$ cat src/qrs_pkg.sv
// Shared types, widths and codes for the quadratic root solver.
// No dependencies; every other file refers to this package by scoped names.
`default_nettype none

package qrs_pkg;

    // Coefficient and fixed-point formats
    localparam int CW      = 16;            // coefficient width
    localparam int FRAC    = 16;            // fraction bits of a root
    localparam int ROOT_W  = 48;            // root width, signed Q31.16
    localparam int CODE_W  = 3;

    // Derived datapath widths
    localparam int SUM_W   = CW + 2;              // a+b+c, a-b+c
    localparam int PROD_W  = 2 * CW;              // b*b, a*c
    localparam int DISC_W  = 2 * CW + 2;          // b*b - 4*a*c, signed
    localparam int RB      = CW + FRAC + 1;       // square root bits
    localparam int RAD_W   = 2 * RB;              // scaled radicand
    localparam int NUM_W   = CW + FRAC + 3;       // signed numerator
    localparam int MAG_W   = NUM_W - 1;           // numerator magnitude / quotient
    localparam int DEN_W   = CW + 2;              // signed denominator
    localparam int DMAG_W  = CW + 1;              // denominator magnitude

    // Queue between front and back
    localparam int Q_DEPTH = 4;
    localparam int Q_AW    = $clog2(Q_DEPTH);

    typedef logic signed [CW-1:0]     t_coef;
    typedef logic signed [SUM_W-1:0]  t_sum;
    typedef logic signed [PROD_W-1:0] t_prod;
    typedef logic signed [DISC_W-1:0] t_disc;
    typedef logic signed [NUM_W-1:0]  t_num;
    typedef logic signed [DEN_W-1:0]  t_den;
    typedef logic signed [ROOT_W-1:0] t_root;

    typedef enum logic [CODE_W-1:0] {
        CODE_INF   = 3'd0,
        CODE_NOLIN = 3'd1,
        CODE_LIN   = 3'd2,
        CODE_TWO   = 3'd3,
        CODE_DBL   = 3'd4,
        CODE_NONE  = 3'd5
    } t_code;

    // How the back end forms the roots
    typedef enum logic [1:0] {
        M_ZERO,     // no roots, both read zero
        M_LIN,      // root_one from the first quotient
        M_SHORT,    // root_one is +1 or -1, root_two from the second quotient
        M_QUAD      // roots from quotients around the square root, root_two only for two roots
    } t_mode;

    // One classified item
    typedef struct packed {
        t_code                  code;
        t_mode                  mode;
        logic                   plus;
        logic [DISC_W-2:0]      disc;
        t_num                   base1;
        t_num                   base2;
        t_den                   den;
    } t_task;

endpackage

`default_nettype wire

$ cat src/qrs_front.sv
// Front end: registers products and sums of the coefficients, then classifies.
// Depends on qrs_pkg.
`default_nettype none

module qrs_front (
    input  wire logic          i_clk,
    input  wire logic          i_rst_n,
    input  wire logic          i_accept,
    input  wire qrs_pkg::t_coef i_coef_a,
    input  wire qrs_pkg::t_coef i_coef_b,
    input  wire qrs_pkg::t_coef i_coef_c,
    output logic               o_push,
    output qrs_pkg::t_task     o_task
);

    logic           r_v;
    qrs_pkg::t_coef r_a, r_b, r_c;
    qrs_pkg::t_prod r_bb, r_ac;
    qrs_pkg::t_sum  r_sp, r_sm;

    qrs_pkg::t_disc disc;
    qrs_pkg::t_num  c_sc;
    qrs_pkg::t_num  b_sc;
    qrs_pkg::t_task n_task;

    // Hold the valid bit
    always_ff @(posedge i_clk) begin
        if (!i_rst_n) begin
            r_v <= 1'b0;
        end else begin
            r_v <= i_accept;
        end
    end

    // Capture coefficients, products and check sums
    always_ff @(posedge i_clk) begin
        r_a  <= i_coef_a;
        r_b  <= i_coef_b;
        r_c  <= i_coef_c;
        r_bb <= qrs_pkg::t_prod'(i_coef_b) * qrs_pkg::t_prod'(i_coef_b);
        r_ac <= qrs_pkg::t_prod'(i_coef_a) * qrs_pkg::t_prod'(i_coef_c);
        r_sp <= qrs_pkg::t_sum'(i_coef_a) + qrs_pkg::t_sum'(i_coef_b)
              + qrs_pkg::t_sum'(i_coef_c);
        r_sm <= qrs_pkg::t_sum'(i_coef_a) - qrs_pkg::t_sum'(i_coef_b)
              + qrs_pkg::t_sum'(i_coef_c);
    end

    // Classify the item and set up numerators and denominator
    always_comb begin
        disc = qrs_pkg::t_disc'(r_bb) - (qrs_pkg::t_disc'(r_ac) <<< 2);
        c_sc = qrs_pkg::t_num'(r_c) <<< qrs_pkg::FRAC;
        b_sc = qrs_pkg::t_num'(r_b) <<< qrs_pkg::FRAC;

        n_task       = '0;
        n_task.code  = qrs_pkg::CODE_INF;
        n_task.mode  = qrs_pkg::M_ZERO;
        n_task.den   = qrs_pkg::t_den'(1);

        if (r_a == '0) begin
            if (r_b == '0) begin
                n_task.code = (r_c == '0) ? qrs_pkg::CODE_INF : qrs_pkg::CODE_NOLIN;
            end else begin
                n_task.code  = qrs_pkg::CODE_LIN;
                n_task.mode  = qrs_pkg::M_LIN;
                n_task.base1 = -c_sc;
                n_task.den   = qrs_pkg::t_den'(r_b);
            end
        end else if (r_sp == '0 || r_sm == '0) begin
            n_task.code  = qrs_pkg::CODE_TWO;
            n_task.mode  = qrs_pkg::M_SHORT;
            n_task.plus  = (r_sp == '0);
            n_task.base2 = (r_sp == '0) ? c_sc : -c_sc;
            n_task.den   = qrs_pkg::t_den'(r_a);
        end else if (disc[qrs_pkg::DISC_W-1]) begin
            n_task.code = qrs_pkg::CODE_NONE;
        end else begin
            n_task.code  = (disc == '0) ? qrs_pkg::CODE_DBL : qrs_pkg::CODE_TWO;
            n_task.mode  = qrs_pkg::M_QUAD;
            n_task.disc  = disc[qrs_pkg::DISC_W-2:0];
            n_task.base1 = -b_sc;
            n_task.base2 = -b_sc;
            n_task.den   = qrs_pkg::t_den'(r_a) <<< 1;
        end
    end

    assign o_push = r_v;
    assign o_task = n_task;

endmodule

`default_nettype wire

$ cat config.mk
export PLATFORM = sky130hd
export DESIGN_NAME = qrs_front
export DESIGN_NICKNAME = d
export VERILOG_FILES = /design/src/qrs_pkg.sv /design/src/qrs_front.sv
export SDC_FILE = /design/constraint.sdc
export NUM_CORES = 2
export LEC_CHECK = 0
export BUFFER_PORTS_ARGS = -buffer_cell sky130_fd_sc_hd__clkbuf_2
export CORE_AREA = 4 4 220 222
export CTS_BUF_LIST = sky130_fd_sc_hd__clkbuf_16
export DETAILED_ROUTE_END_ITERATION = 6
export DIE_AREA = 0 0 224 226
export GPL_TIMING_DRIVEN = 1
export PLACE_DENSITY = 0.82
export SYNTH_ARGS = -nofsm -noshare
export SYNTH_HDL_FRONTEND = slang
export SYNTH_SLANG_ARGS = --single-unit
$ cat constraint.sdc
create_clock -name i_clk -period 15.8 [get_ports i_clk]
set_clock_uncertainty 0.2 [all_clocks]
set_input_delay 0.79 -clock i_clk [delete_from_list [all_inputs] [get_ports i_clk]]
set_output_delay 0.79 -clock i_clk [all_outputs]
set_load 0.02 [all_outputs]
==> flow_metrics.env <==
export IMPL_max_freq_mhz=122
export IMPL_worstPathArrival_ns=8.38
export IMPL_dr_first_iter_drc_count=2048
export IMPL_die_x_um=224
export IMPL_wire_per_inst_um=20.0
export IMPL_post_route_period_util_pct=51.9
export IMPL_critPathCaptureType="register"
export IMPL_grt_util_all_layers_pct=31.1
export IMPL_drive_above_1_share_pct=6.25
export IMPL_crit_fanout=20
export IMPL_async_reset_ff_share_pct=0
export IMPL_synth_common_cells="inv_1, fa_1, nor2_1, nand2_1, ha_1"
export IMPL_drc=8
export IMPL_synth_most_common_cell="inv_1"
export IMPL_critical_path_buf_inv_count=6
export IMPL_hold_violations=0
export IMPL_path_delay_family="adder cells"
export IMPL_maxSlewViolCount=0
export IMPL_rsz0062_at_grt="false"
export IMPL_start_kind="primary input"
export IMPL_worst_pin_slew_ns=1.11
export IMPL_cts_tree="built"
export IMPL_ys_seq_area_share_pct=10.6
export IMPL_critPathMaxStageDelay_ns=0.65
export IMPL_cts_root_buffer="clkbuf_16"
export IMPL_viasPerCell=5.71
export IMPL_diodes=0
export IMPL_clk_pin_slew_ns=0.07
export IMPL_num_nets_final=4061
export IMPL_drtAntennaViolNets=0
export IMPL_criticalPathCategory="in2reg"
export IMPL_critPathSlowestCell="clkinv_1"
export IMPL_std_cell_rows=79
export IMPL_slew_headroom_pct=25.5
export IMPL_cts_buffers=17
export IMPL_dp_worst_setup_slack_ns=7.25
export IMPL_vias=22000
export IMPL_ys_warnings_count=0
export IMPL_ctsHtreeMaxLevel=4
export IMPL_synth_top_flop_cell="dfxtp_1"
export IMPL_core_um2=46400
export IMPL_grt_overflow_total=0
export IMPL_die_h_um=226
export IMPL_synth_edf_count=0
export IMPL_netlist_area_um2=27600
export IMPL_setup_viol=0
export IMPL_syn_to_final_growth_pct=5.79
export IMPL_fin_ws_ns=7.60
export IMPL_place_gp_congestion=0.990
export IMPL_dp_hpwl_mm=62.5
export IMPL_hold_path_class="in2reg"
export IMPL_io_buffer_count=145
export IMPL_violations="design-rule violations"
export IMPL_synth_area_leaders="fa_1, ha_1, dfxtp_1, inv_1, nor2_1"
export IMPL_cts_resized=0
export IMPL_period_minus_slack_ns=8.20
export IMPL_routed_wl_mm=77.1
export IMPL_cts_sinks=146
export IMPL_outcome="complete, but fails checks"
export IMPL_maxCapViolCount=0
export IMPL_dp_cells=3828
export IMPL_dr_pass1_iters=7
export IMPL_ctsHoldBuffers=0
export IMPL_die_area_um2=50600
export IMPL_syn_area_per_cell_um2=8.73
export IMPL_worstPathRequired_ns=15.98
export IMPL_cts_max_path_buffers=2
export IMPL_grt_pass1_wl_mm=122
export IMPL_timing_setup_tns_ns=0
export IMPL_io_pins=179
export IMPL_synthCells=3162
export IMPL_final_util_pct=63.0
export IMPL_cp_cell_sequence="clkbuf_2, clkinv_1, nor2_1, fa_1, inv_1, fa_1, fa_1, inv_1, fa_1, fa_1, inv_1, fa_1, inv_1, ha_1, and2_1, and2_1, or3_1, a211oi_1, o211ai_1, a311o_1, a2111oi_0, o21bai_1, a21oi_1, xnor2_1"
export IMPL_yosysTopAreaCell="fa_1"
export IMPL_ys_seq_elements=146
export IMPL_start_util_pct=59.6
export IMPL_synth_top_area_share_pct=38.4
export IMPL_stdcell_count=3857
export IMPL_antenna_found_initial=3
export IMPL_cts_setup_buffers=0
export IMPL_synthDistinctLibCells=83
export IMPL_grt_max_degree=33
export IMPL_crit_path_frequent_cell="fa_1"
export IMPL_grt_pass1_vias=22700
==> stage by stage <==
stage | instance area (µm²) | hold WS [ns]
final | 29200 | 0.290
after global routing | 29200 | 0.302
after CTS | 29200 | 0.286
after detailed placement | 28600 | 0.741
after global placement | 28600 | 0.740
after floorplan | 27700 | 0.618
==> worst paths after layout <==
check | endpoint | start | slack, ns | cells past startpoint
max | r_bb[31]$_DFF_P_ | i_coef_b[15] | 7.60 | 24
min | r_c[0]$_DFF_P_ | i_coef_c[0] | 0.29 | 1
==> placed cells by master, fill, tap and decap left out, types with 15 or more instances in the layout <==
cell and count:
or3_1 20, clkbuf_2 145, nor3_1 33, o21ai_0 93, a211oi_1 17, a21o_1 36
nor4_1 19, fa_1 530, nor2_1 315, clkinv_1 15, o21a_1 15, clkbuf_16 17
xor2_1 33, conb_1 33, ha_1 240, nand3_1 27, a21oi_1 95, xnor2_1 116
nand2_1 287, o21bai_1 20, nand2b_1 15, dfxtp_1 146, inv_1 753
==> kinds of logic (layout without fill, tap and decap cells) <==
logic type / Yosys count / count (layout) / share of synthesized area [%]
AOI/OAI and AO/OA: 399 / 399 / 9.50
xor gates and xnor gates: 149 / 149 / 4.73
adders and majority gates: 770 / 770 / 49.3
buffers and inverters: 891 / 947 / 12.9
DFF: 146 / 146 / 10.6
muxes: 7 / 7 / 0.258
other: 1 / 33 / 0.0136
and+or+nand+nor: 799 / 799 / 12.7
==> state kept, by name (all words and copies together), names as in the netlist <==
register and flops:
r_c 16, r_a 16, r_b 15, r_ac 32
o_push 1, r_bb 31, r_sm 18, r_sp 17
==> per-layer routing <==
metal	global-route usage, %	wire length [µm]
met5	0	13
met2	49.2	34800
met1	40.4	29100
met3	7.76	8550
met4	14.9	4580
==> cell type report <==
| class | instances | area, µm² |
|---|---|---|
| clock buffer | 17 | 425 |
| clock inverter | 12 | 218 |
| fill | 3800 | 17100 |
| inverter | 769 | 2890 |
| multi-input combinational | 2157 | 21200 |
| sequential | 146 | 2920 |
| tap | 607 | 759 |
| timing repair buffer | 149 | 756 |
Power is left out: the tool's default activity adds up to more than one toggle a clock period on the data nets, which glitch-free logic cannot reach.
