===== src/qrs_pkg.sv =====
// Shared types, widths and codes for the quadratic root solver.
// No dependencies; every other file refers to this package by scoped names.
`default_nettype none

package qrs_pkg;

    // Coefficient and fixed-point formats
    localparam int CW      = 16;            // coefficient width
    localparam int FRAC    = 16;            // fraction bits of a root
    localparam int ROOT_W  = 48;            // root width, signed Q31.16
    localparam int CODE_W  = 3;

    // Derived datapath widths
    localparam int SUM_W   = CW + 2;              // a+b+c, a-b+c
    localparam int PROD_W  = 2 * CW;              // b*b, a*c
    localparam int DISC_W  = 2 * CW + 2;          // b*b - 4*a*c, signed
    localparam int RB      = CW + FRAC + 1;       // square root bits
    localparam int RAD_W   = 2 * RB;              // scaled radicand
    localparam int NUM_W   = CW + FRAC + 3;       // signed numerator
    localparam int MAG_W   = NUM_W - 1;           // numerator magnitude / quotient
    localparam int DEN_W   = CW + 2;              // signed denominator
    localparam int DMAG_W  = CW + 1;              // denominator magnitude

    // Queue between front and back
    localparam int Q_DEPTH = 4;
    localparam int Q_AW    = $clog2(Q_DEPTH);

    typedef logic signed [CW-1:0]     t_coef;
    typedef logic signed [SUM_W-1:0]  t_sum;
    typedef logic signed [PROD_W-1:0] t_prod;
    typedef logic signed [DISC_W-1:0] t_disc;
    typedef logic signed [NUM_W-1:0]  t_num;
    typedef logic signed [DEN_W-1:0]  t_den;
    typedef logic signed [ROOT_W-1:0] t_root;

    typedef enum logic [CODE_W-1:0] {
        CODE_INF   = 3'd0,
        CODE_NOLIN = 3'd1,
        CODE_LIN   = 3'd2,
        CODE_TWO   = 3'd3,
        CODE_DBL   = 3'd4,
        CODE_NONE  = 3'd5
    } t_code;

    // How the back end forms the roots
    typedef enum logic [1:0] {
        M_ZERO,     // no roots, both read zero
        M_LIN,      // root_one from the first quotient
        M_SHORT,    // root_one is +1 or -1, root_two from the second quotient
        M_QUAD      // roots from quotients around the square root, root_two only for two roots
    } t_mode;

    // One classified item
    typedef struct packed {
        t_code                  code;
        t_mode                  mode;
        logic                   plus;
        logic [DISC_W-2:0]      disc;
        t_num                   base1;
        t_num                   base2;
        t_den                   den;
    } t_task;

endpackage

`default_nettype wire


===== src/qrs_queue.sv =====
// Short item queue between front and back ends; the back end drains one a cycle.
// Depends on qrs_pkg.
`default_nettype none

module qrs_queue (
    input  wire logic           i_clk,
    input  wire logic           i_rst_n,
    input  wire logic           i_push,
    input  wire qrs_pkg::t_task i_task,
    output logic                o_pop,
    output qrs_pkg::t_task      o_task,
    output logic                o_busy
);

    qrs_pkg::t_task                r_mem [0:qrs_pkg::Q_DEPTH-1];
    logic [qrs_pkg::Q_AW-1:0]      r_wp, r_rp;
    logic [qrs_pkg::Q_AW:0]        r_cnt;
    logic [qrs_pkg::Q_AW:0]        n_cnt;
    logic                          pop;

    assign pop   = (r_cnt != '0);
    assign n_cnt = r_cnt + (qrs_pkg::Q_AW+1)'(i_push) - (qrs_pkg::Q_AW+1)'(pop);

    // Advance pointers and count
    always_ff @(posedge i_clk) begin
        if (!i_rst_n) begin
            r_wp  <= '0;
            r_rp  <= '0;
            r_cnt <= '0;
        end else begin
            if (i_push) begin
                r_wp <= r_wp + 1'b1;
            end
            if (pop) begin
                r_rp <= r_rp + 1'b1;
            end
            r_cnt <= n_cnt;
        end
    end

    // Store items
    always_ff @(posedge i_clk) begin
        if (i_push) begin
            r_mem[r_wp] <= i_task;
        end
    end

    assign o_pop  = pop;
    assign o_task = r_mem[r_rp];
    // Leave room for the item still in the front register
    assign o_busy = (r_cnt >= (qrs_pkg::Q_AW+1)'(qrs_pkg::Q_DEPTH - 2));

endmodule

`default_nettype wire


===== config.mk =====
export PLATFORM = sky130hd
export DESIGN_NAME = qrs_queue
export DESIGN_NICKNAME = d
export VERILOG_FILES = /design/src/qrs_pkg.sv /design/src/qrs_queue.sv
export SDC_FILE = /design/constraint.sdc
export NUM_CORES = 1
export LEC_CHECK = 0
export BUFFER_PORTS_ARGS = -buffer_cell sky130_fd_sc_hd__buf_2
export CAP_MARGIN = 20
export CORE_ASPECT_RATIO = 1.2
export CORE_MARGIN = 2
export CORE_UTILIZATION = 50
export CTS_CLUSTER_DIAMETER = 40
export DETAILED_ROUTE_END_ITERATION = 7
export GPL_TIMING_DRIVEN = 0
export PLACE_DENSITY = 0.73
export REMOVE_ABC_BUFFERS = 1
export SLEW_MARGIN = 10
export SYNTH_ARGS = -nofsm -noshare
export SYNTH_HDL_FRONTEND = slang
export SYNTH_SLANG_ARGS = --single-unit

===== constraint.sdc =====
create_clock -name i_clk -period 11.09 [get_ports i_clk]
set_clock_uncertainty 0.2 [all_clocks]
set_input_delay 2.218 -clock i_clk [delete_from_list [all_inputs] [get_ports i_clk]]
set_output_delay 2.218 -clock i_clk [all_outputs]
set_load 0.02 [all_outputs]

==> Flow_metrics.wiki, run 1 <==
{| class="wikitable"
! Metric !! Value
|-
| Slew margin rel. || 0.550
|-
| Leading cell type by number of instances after synthesis || sky130_fd_sc_hd__edfxtp_1
|-
| Combinational Power Share || 0.256
|-
| Startpoint types || flop
|-
| Die H || between 200 and 250 um
|-
| Relative contribution of the clock network to total power || 0.314
|-
| Number of max-slew violations in the final report || 0
|-
| Kind of critical path || flop to primary output
|-
| Final Hold Vio Count || 0
|-
| Synthesized-area fraction occupied by ao, oa, aoi and oai cells || 0.000801
|-
| Top-level I/O count || between 200 and 300
|-
| Critical path data required time || 8670 ps
|-
| Xor-xnor portion of the synthesized cell area || 0.000934
|-
| Mean area per synthesized cell || 26.5 sq um
|-
| Number of global-route vias before repair || 9093
|-
| Static leakage || between 7 and 8 nW
|-
| Clock Pin Slew Worst Setup and Hold Paths || about 60 ps
|-
| Antenna violations before repair || 3
|-
| Mux contribution to synthesized area || 0.154
|-
| Critical-path maximum fanout || 27
|-
| Maximum number of pins on one net before global-route repair || 52
|-
| Actual slew at the worst max-slew pin || between 600 and 700 ps
|-
| Worst-case clock buffer depth || 3
|-
| Pwr per Cell Area || between 200 and 250 nW/um^2
|-
| Dominant combinational cell family by area after synthesis || multiplexers
|-
| CTS-repair resized insts || 0
|-
| Worst reg2reg setup slack || between 8000 and 9000 ps
|-
| Critical path capture point || o_task[108]
|-
| Detailed-route vias per instance || ~5.5
|-
| Area fraction of the dominant cell type after synthesis || 0.814
|-
| Switching fraction of total power || 0.284
|-
| Fmax achieved || approximately 0.20 GHz
|-
| Total instance count after detailed placement || about 1400
|-
| Met2 wire length || around 18000 um
|-
| Average wire per standard cell || around 22 um
|-
| Share of final-layout standard cells stronger than drive strength 1 || 0.457
|-
| Internal power consumption || roughly 0.0039 W
|-
| Count of flip-flops with a built-in enable after synthesis || around 510
|-
| Unrepaired setup endpoints after global routing || no
|-
| Final Setup Violations || 0
|-
| Met3 routed wirelength || ~2300 um
|-
| Total die area || just under 40000 sq um
|-
| Share of synthesized cell area in and, or, nand and nor gates || 0.00487
|-
| Starting density of the core || 0.508
|-
| Share of synthesized area occupied by flip-flops and latches || 0.823
|-
| Cell Count, Final, Fillers Out || approximately 1500
|-
| Port-buffer cells || 258
|-
| Insertion delay of the later-clocked pin in the worst-skew pair || between 500 and 600 ps
|-
| Max-capacitance violation count || 0
|-
| Most used flip-flop cell after synthesis || sky130_fd_sc_hd__edfxtp_1
|-
| Synthesized flop and latch total || between 500 and 600
|-
| Share of the clock period used by the worst path after layout || 0.454
|-
| CTS Buf Count || 52
|-
| Area leader, netlist || sky130_fd_sc_hd__edfxtp_1
|-
| Hold buffer count at cts || 0
|-
| First-pass GRT wire length || 52200 um
|-
| Rows || 77
|-
| Async set or reset register ratio after synthesis || 0
|-
| Setup tns final || 0 ps
|-
| Synthesized instance count || between 700 and 800
|-
| HPWL after DPL || between 15000 and 20000 um
|-
| Data arrival, critical path || approximately 2600 ps
|-
| Root cell of the clock tree || sky130_fd_sc_hd__clkbuf_16
|-
| Worst reg2reg startpoint || r_wp[0]
|-
| Endpoint kind of the worst setup timing path || primary output
|-
| CTS tree || done
|-
| Remaining number of nets flagged by the antenna check after routing || 0
|-
| Power spent charging and discharging nets || 0.00154 W
|-
| Area share of fa/ha/maj cells after synthesis || 0.00574
|-
| Mapped cell area || 18700 sq um
|-
| Final net count || between 1000 and 1500
|-
| Detailed-routing iteration count for the pre-antenna-repair pass || 4
|-
| Core region area || 36900 sq um
|-
| Depth of the worst register-to-register path || 4
|-
| DRC || 0
|-
| Top Metal Used || met5
|-
| Sequential fraction of design power || 0.430
|-
| Total length of routed wires || around 34000 um
|-
| Wire length on met1 || approximately 13000 um
|-
| Total setup buffers inserted after CTS || 0
|-
| Gr usage total || 0.175
|-
| Synth cell count leaders || 508 x sky130_fd_sc_hd__edfxtp_1, 127 x sky130_fd_sc_hd__mux4_2, 14 x sky130_fd_sc_hd__buf_2, 9 x sky130_fd_sc_hd__dfxtp_1, 8 x sky130_fd_sc_hd__clkbuf_1
|-
| Status || complete, no violations
|-
| Area Overhead vs Synth || 20.3%
|-
| R2r endpoint || r_mem[1][32]
|-
| Cells taking the most area after synthesis || sky130_fd_sc_hd__edfxtp_1 81%, sky130_fd_sc_hd__mux4_2 15%, sky130_fd_sc_hd__dfxtp_1 0.96%, sky130_fd_sc_hd__ha_1 0.47%, sky130_fd_sc_hd__buf_2 0.37%
|-
| Clk sink count || roughly 520
|-
| Count of different cell masters after synthesis || 21
|-
| Final critical delay including setup and external delays || between 5000 and 6000 ps
|-
| Grt total ovfl || 0
|-
| Maximum VDD drop || 148 uV
|-
| H-tree Lvls || 2
|-
| Path category of the worst min-delay check || flop to flop
|-
| DIE WIDTH || 181 um
|-
| Final GP Congestion || approximately 0.73
|-
| Synthesis Warnings || 0
|-
| Initial DRC count || 556
|-
| Via total after detailed routing || approximately 8300
|}
==> routing by layer <==
layer	vias up	GRT usage
met5	-	0
met4	2	0.0543
met3	54	0.0484
met2	249	0.310
met1	4355	0.210
li1	3674	-
==> sequential cells by signal, summed over array words and instances, names as in the netlist, named ones only <==
name,count
r_wp,2
r_rp,2
r_cnt,3
r_mem,508
==> worst min-delay path by stage <==
stage / end / slack (ps) / from / cells after the start
after global routing: flop / 310 / r_rp[1] / 2
after global placement: flop / 260 / r_rp[1] / 2
after detailed placement: flop / 270 / r_rp[1] / 2
after CTS: flop / 270 / r_rp[1] / 2
final: flop / 260 / r_rp[1] / 2
after floorplan: flop / 250 / r_rp[1] / 2
==> critical path, cell delays in order (launching register included) <==
cell,delay (ps)
sky130_fd_sc_hd__dfxtp_4,700
sky130_fd_sc_hd__buf_12,310
sky130_fd_sc_hd__buf_12,270
sky130_fd_sc_hd__mux4_2,560
sky130_fd_sc_hd__buf_2,180
==> metrics by stage <==
step | setup slack [ps] | hold slack [ps] | utilization | power [W] | area, sq um
6_report | 6060 | 265 | 0.611 | 0.00540 | 22500
5_1_grt | 5860 | 310 | 0.611 | 0.00563 | 22500
4_1_cts | 5920 | 273 | 0.611 | 0.00548 | 22500
3_5_place_dp | 6540 | 271 | 0.565 | 0.00378 | 20900
3_3_place_gp | -25.4 | 259 | 0.554 | 0.00397 | 20500
2_1_floorplan | 2660 | 249 | - | 0.00337 | 18600
==> power groups by stage <==
| stage | Clock (W) | Sequential, W | Combinational, W |
|---|---|---|---|
| 2_1_floorplan | 0 | 0.00246 | 0.000906 |
| 3_3_place_gp | 0 | 0.00256 | 0.00140 |
| 3_5_place_dp | 0 | 0.00237 | 0.00142 |
| 4_1_cts | 0.00174 | 0.00233 | 0.00142 |
| 5_1_grt | 0.00181 | 0.00233 | 0.00148 |
| 6_report | 0.00169 | 0.00232 | 0.00138 |
==> placed cells by master (no fill, tap or decap), drive strengths merged, types with 4 or more instances in the layout <==
cell type | netlist | routed
and2 | 7 | 7
buf | 20 | 273
bufinv | 0 | 4
clkbuf | 8 | 67
clkinv | 0 | 18
dfxtp | 9 | 9
edfxtp | 508 | 508
ha | 7 | 7
inv | 7 | 11
mux4 | 127 | 127
==> cell families after synthesis <==
group / after synthesis
and+or+nand+nor: 15
AOI/OAI and AO/OA: 2
DFF: 517
buffers and inverters: 35
xor gates and xnor gates: 2
adders and majority gates: 8
muxes: 129
==> area by class of cell <==
type                    count  area (sq um)
well taps                 474           593
clock buffers              67          1400
multi-input cells         156          3120
diodes                      2          5.00
fillers                  2519         14400
repair buffers            273          1680
inverters                   7          26.3
flip-flops and latches    517         15400
clock inverters            28           278
Power figures use the tool's default switching activity.
==> run 2, diff against run 1 <==
PLACE_DENSITY = 0.76   (was 0.73)
clock period = 4.3 ns   (was 11.09 ns; I/O delays follow)
==> run 2 against run 1 <==
Flip-flop and latch count stayed put; global-route usage grew 0.080 points; final cell count stayed put; critical path type unchanged; worst setup slack worse by 5500 ps; critical path depth is the same; critical endpoint is now o_task[116]; register-to-register slack worse by 6600 ps.
==> Flow_metrics.wiki, run 2 (synthesis gave the netlist of run 1 again) <==
{| class="wikitable"
! Metric !! Value
|-
| Register ranked first by flip-flop count || r_mem (unchanged)
|-
| Switching fraction of total power || 0.287 (was 0.284)
|-
| Cell Count, Final, Fillers Out || 1524 (unchanged)
|-
| Worst hold slack || 265 ps (about the same)
|-
| CTS Buf Count || 54 (was 52)
|-
| Fmax achieved || about 0.26 GHz
|-
| DRC || 0 (unchanged)
|-
| Endpoint kind of the worst setup timing path || primary output (unchanged)
|-
| Total length of routed wires || 34000 um (was 33800 um)
|-
| Average wire per standard cell || 22.3 um (was 22.2 um)
|-
| Gr usage total || 0.176 (was 0.175)
|-
| Remaining number of nets flagged by the antenna check after routing || 0 (unchanged)
|-
| Status || complete, no violations (unchanged)
|-
| Most frequent standard cell in the layout excluding fill and tap cells || sky130_fd_sc_hd__edfxtp_1 (unchanged)
|-
| Maximum number of pins on one net before global-route repair || 54 (was 52)
|-
| Pre-CTS setup slack || 967 ps (was 6540 ps)
|-
| Max reg flops || 508 (unchanged)
|-
| Detailed-routing iteration count for the pre-antenna-repair pass || 4 (unchanged)
|-
| Critical path data required time || 3240 ps (was 8670 ps)
|-
| Clock Pin Slew Worst Setup and Hold Paths || 60 ps (about the same)
|-
| Port-buffer cells || 258 (unchanged)
|-
| Final core utilization || 0.611 (about the same)
|-
| Data arrival, critical path || 2730 ps (was 2620 ps)
|-
| Path category of the worst min-delay check || flop to flop (unchanged)
|-
| Grt total ovfl || 0 (unchanged)
|-
| Startpoint types || flop (unchanged)
|-
| Final-layout fill cell count || 2540 (was 2519)
|-
| Share of the clock period used by the worst path after layout || 0.881
|-
| Top-level I/O count || 259 (unchanged)
|-
| First-pass GRT wire length || 52400 um (was 52200 um)
|-
| DIE WIDTH || 181 um (unchanged)
|-
| Die H || 216 um (unchanged)
|-
| Top Registers || r_mem (508), r_cnt (3) (unchanged)
|-
| Final total power || 0.0139 W (was 0.00540 W)
|-
| Combinational Power Share || 0.253 (was 0.256)
|-
| Antenna violations before repair || 6 (was 3)
|-
| Relative contribution of the clock network to total power || 0.315 (was 0.314)
|-
| Final Setup Violations || 0 (unchanged)
|-
| Power spent charging and discharging nets || 0.00400 W (was 0.00154 W)
|-
| Maximum VDD drop || 451 uV (was 148 uV)
|-
| Post-route setup slack || 514 ps (was 6060 ps)
|-
| Total setup buffers inserted after CTS || 0 (unchanged)
|-
| Root cell of the clock tree || sky130_fd_sc_hd__clkbuf_16 (unchanged)
|-
| Pwr per Cell Area || 618 nW/um^2 (was 239 nW/um^2)
|-
| Via total after detailed routing || 8374 (was 8334)
|-
| CTS tree || done (unchanged)
|-
| Top library cells by usage in the layout, fill and taps aside || 508 x sky130_fd_sc_hd__edfxtp_1, 258 x sky130_fd_sc_hd__buf_2, 127 x sky130_fd_sc_hd__mux4_2 (unchanged)
|-
| Total die area || 39100 sq um (unchanged)
|-
| Final GP Congestion || 0.722 (was 0.727)
|-
| Static leakage || 7.60 nW (about the same)
|-
| H-tree Lvls || 2 (unchanged)
|-
| Internal power consumption || 0.00993 W (was 0.00386 W)
|-
| Final Hold Vio Count || 0 (unchanged)
|-
| Hold buffer count at cts || 0 (unchanged)
|-
| Initial DRC count || 451 (was 556)
|-
| Insertion delay of the later-clocked pin in the worst-skew pair || 560 ps (about the same)
|-
| Detailed-route vias per instance || 5.49 (was 5.47)
|-
| Kind of critical path || flop to primary output (unchanged)
|-
| Starting density of the core || 0.508 (unchanged)
|-
| Core region area || 36900 sq um (unchanged)
|-
| Rows || 77 (unchanged)
|-
| Worst-case clock buffer depth || 3 (unchanged)
|-
| Slew margin rel. || 0.496 (was 0.550)
|-
| Actual slew at the worst max-slew pin || 755 ps (was 675 ps)
|-
| Max-capacitance violation count || 0 (unchanged)
|-
| Unrepaired setup endpoints after global routing || no (unchanged)
|-
| Total instance count after detailed placement || 1425 (was 1427)
|-
| Number of global-route vias before repair || 9266 (was 9093)
|-
| Final net count || 1145 (unchanged)
|-
| Final critical delay including setup and external delays || ~3800 ps
|-
| HPWL after DPL || 20600 um (was 19800 um)
|-
| Share of final-layout standard cells stronger than drive strength 1 || 0.458 (was 0.457)
|-
| Critical-path maximum fanout || 37 (was 27)
|-
| Sequential fraction of design power || 0.432 (was 0.430)
|-
| CTS-repair resized insts || 0 (unchanged)
|-
| Clk sink count || 517 (unchanged)
|-
| Number of max-slew violations in the final report || 0 (unchanged)
|-
| Area Overhead vs Synth || 20.2% (was 20.3%)
|}
-- run 2: cell count changes in the layout (fill, tap and decap cells not counted) --
cell,previous run,this run
sky130_fd_sc_hd__clkinv_1,9,10
sky130_fd_sc_hd__clkinv_2,6,2
sky130_fd_sc_hd__diode_2,2,3
sky130_fd_sc_hd__bufinv_16,4,3
sky130_fd_sc_hd__clkbuf_1,13,10
sky130_fd_sc_hd__buf_12,3,0
sky130_fd_sc_hd__buf_16,12,13
sky130_fd_sc_hd__clkinv_4,2,5
sky130_fd_sc_hd__clkbuf_16,54,55
sky130_fd_sc_hd__inv_6,0,5
sky130_fd_sc_hd__clkinv_8,1,0
-- run 2: final cells by class --
type	instances	area, sq um	area share
Sequential cell	517	15400	0.685
Multi-Input combinational cell	156	3120	0.139
Timing Repair Buffer	271	1650	0.0732
Clock buffer	65	1410	0.0627
Tap cell	474	593	0.0263
Clock inverter	31	285	0.0127
Inverter	7	26.3	0.00117
Antenna cell	3	7.51	0.000333
-- run 2: through the flow --
step           area, sq um  TNS [ps]
6_report             22500         0
2_1_floorplan        18600   -439250
5_1_grt              22500         0
3_5_place_dp         20800         0
3_3_place_gp         20500  -2026520
4_1_cts              22500         0
-- run 2: power groups by stage --
stage / logic, W / clock network, W / registers (W)
after global routing: 0.00375 / 0.00470 / 0.00605
after detailed placement: 0.00358 / 0 / 0.00613
final: 0.00352 / 0.00439 / 0.00602
after floorplan: 0.00234 / 0 / 0.00636
after global placement: 0.00306 / 0 / 0.00648
after CTS: 0.00360 / 0.00451 / 0.00603
-- run 2: final timing paths --
check	from	end	slack, ps	cells after the start
setup / recovery	flop	o_task[116]	510	4
hold reg to reg	r_rp[1]	flop	260	2
setup reg to reg	r_wp[0]	r_mem[2][120]	2170	4
hold / removal	r_rp[1]	flop	260	2
-- run 2: critical path, stage by stage, from the launching register on --
cell and delay (ps):
sky130_fd_sc_hd__dfxtp_4 720, sky130_fd_sc_hd__buf_16 340, sky130_fd_sc_hd__buf_16 320, sky130_fd_sc_hd__mux4_2 570, sky130_fd_sc_hd__buf_2 180
-- run 2: layer usage --
metal  routed length [um]  part of all wire  GRT usage  vias to the layer above
met5                   35            0.0010          0                        -
met1                12800              0.38      0.214                     4314
met2                17600              0.52      0.299                      281
met4                 1280             0.037     0.0774                        6
li1                     -                 -          -                     3693
met3                 2320             0.068     0.0471                       80
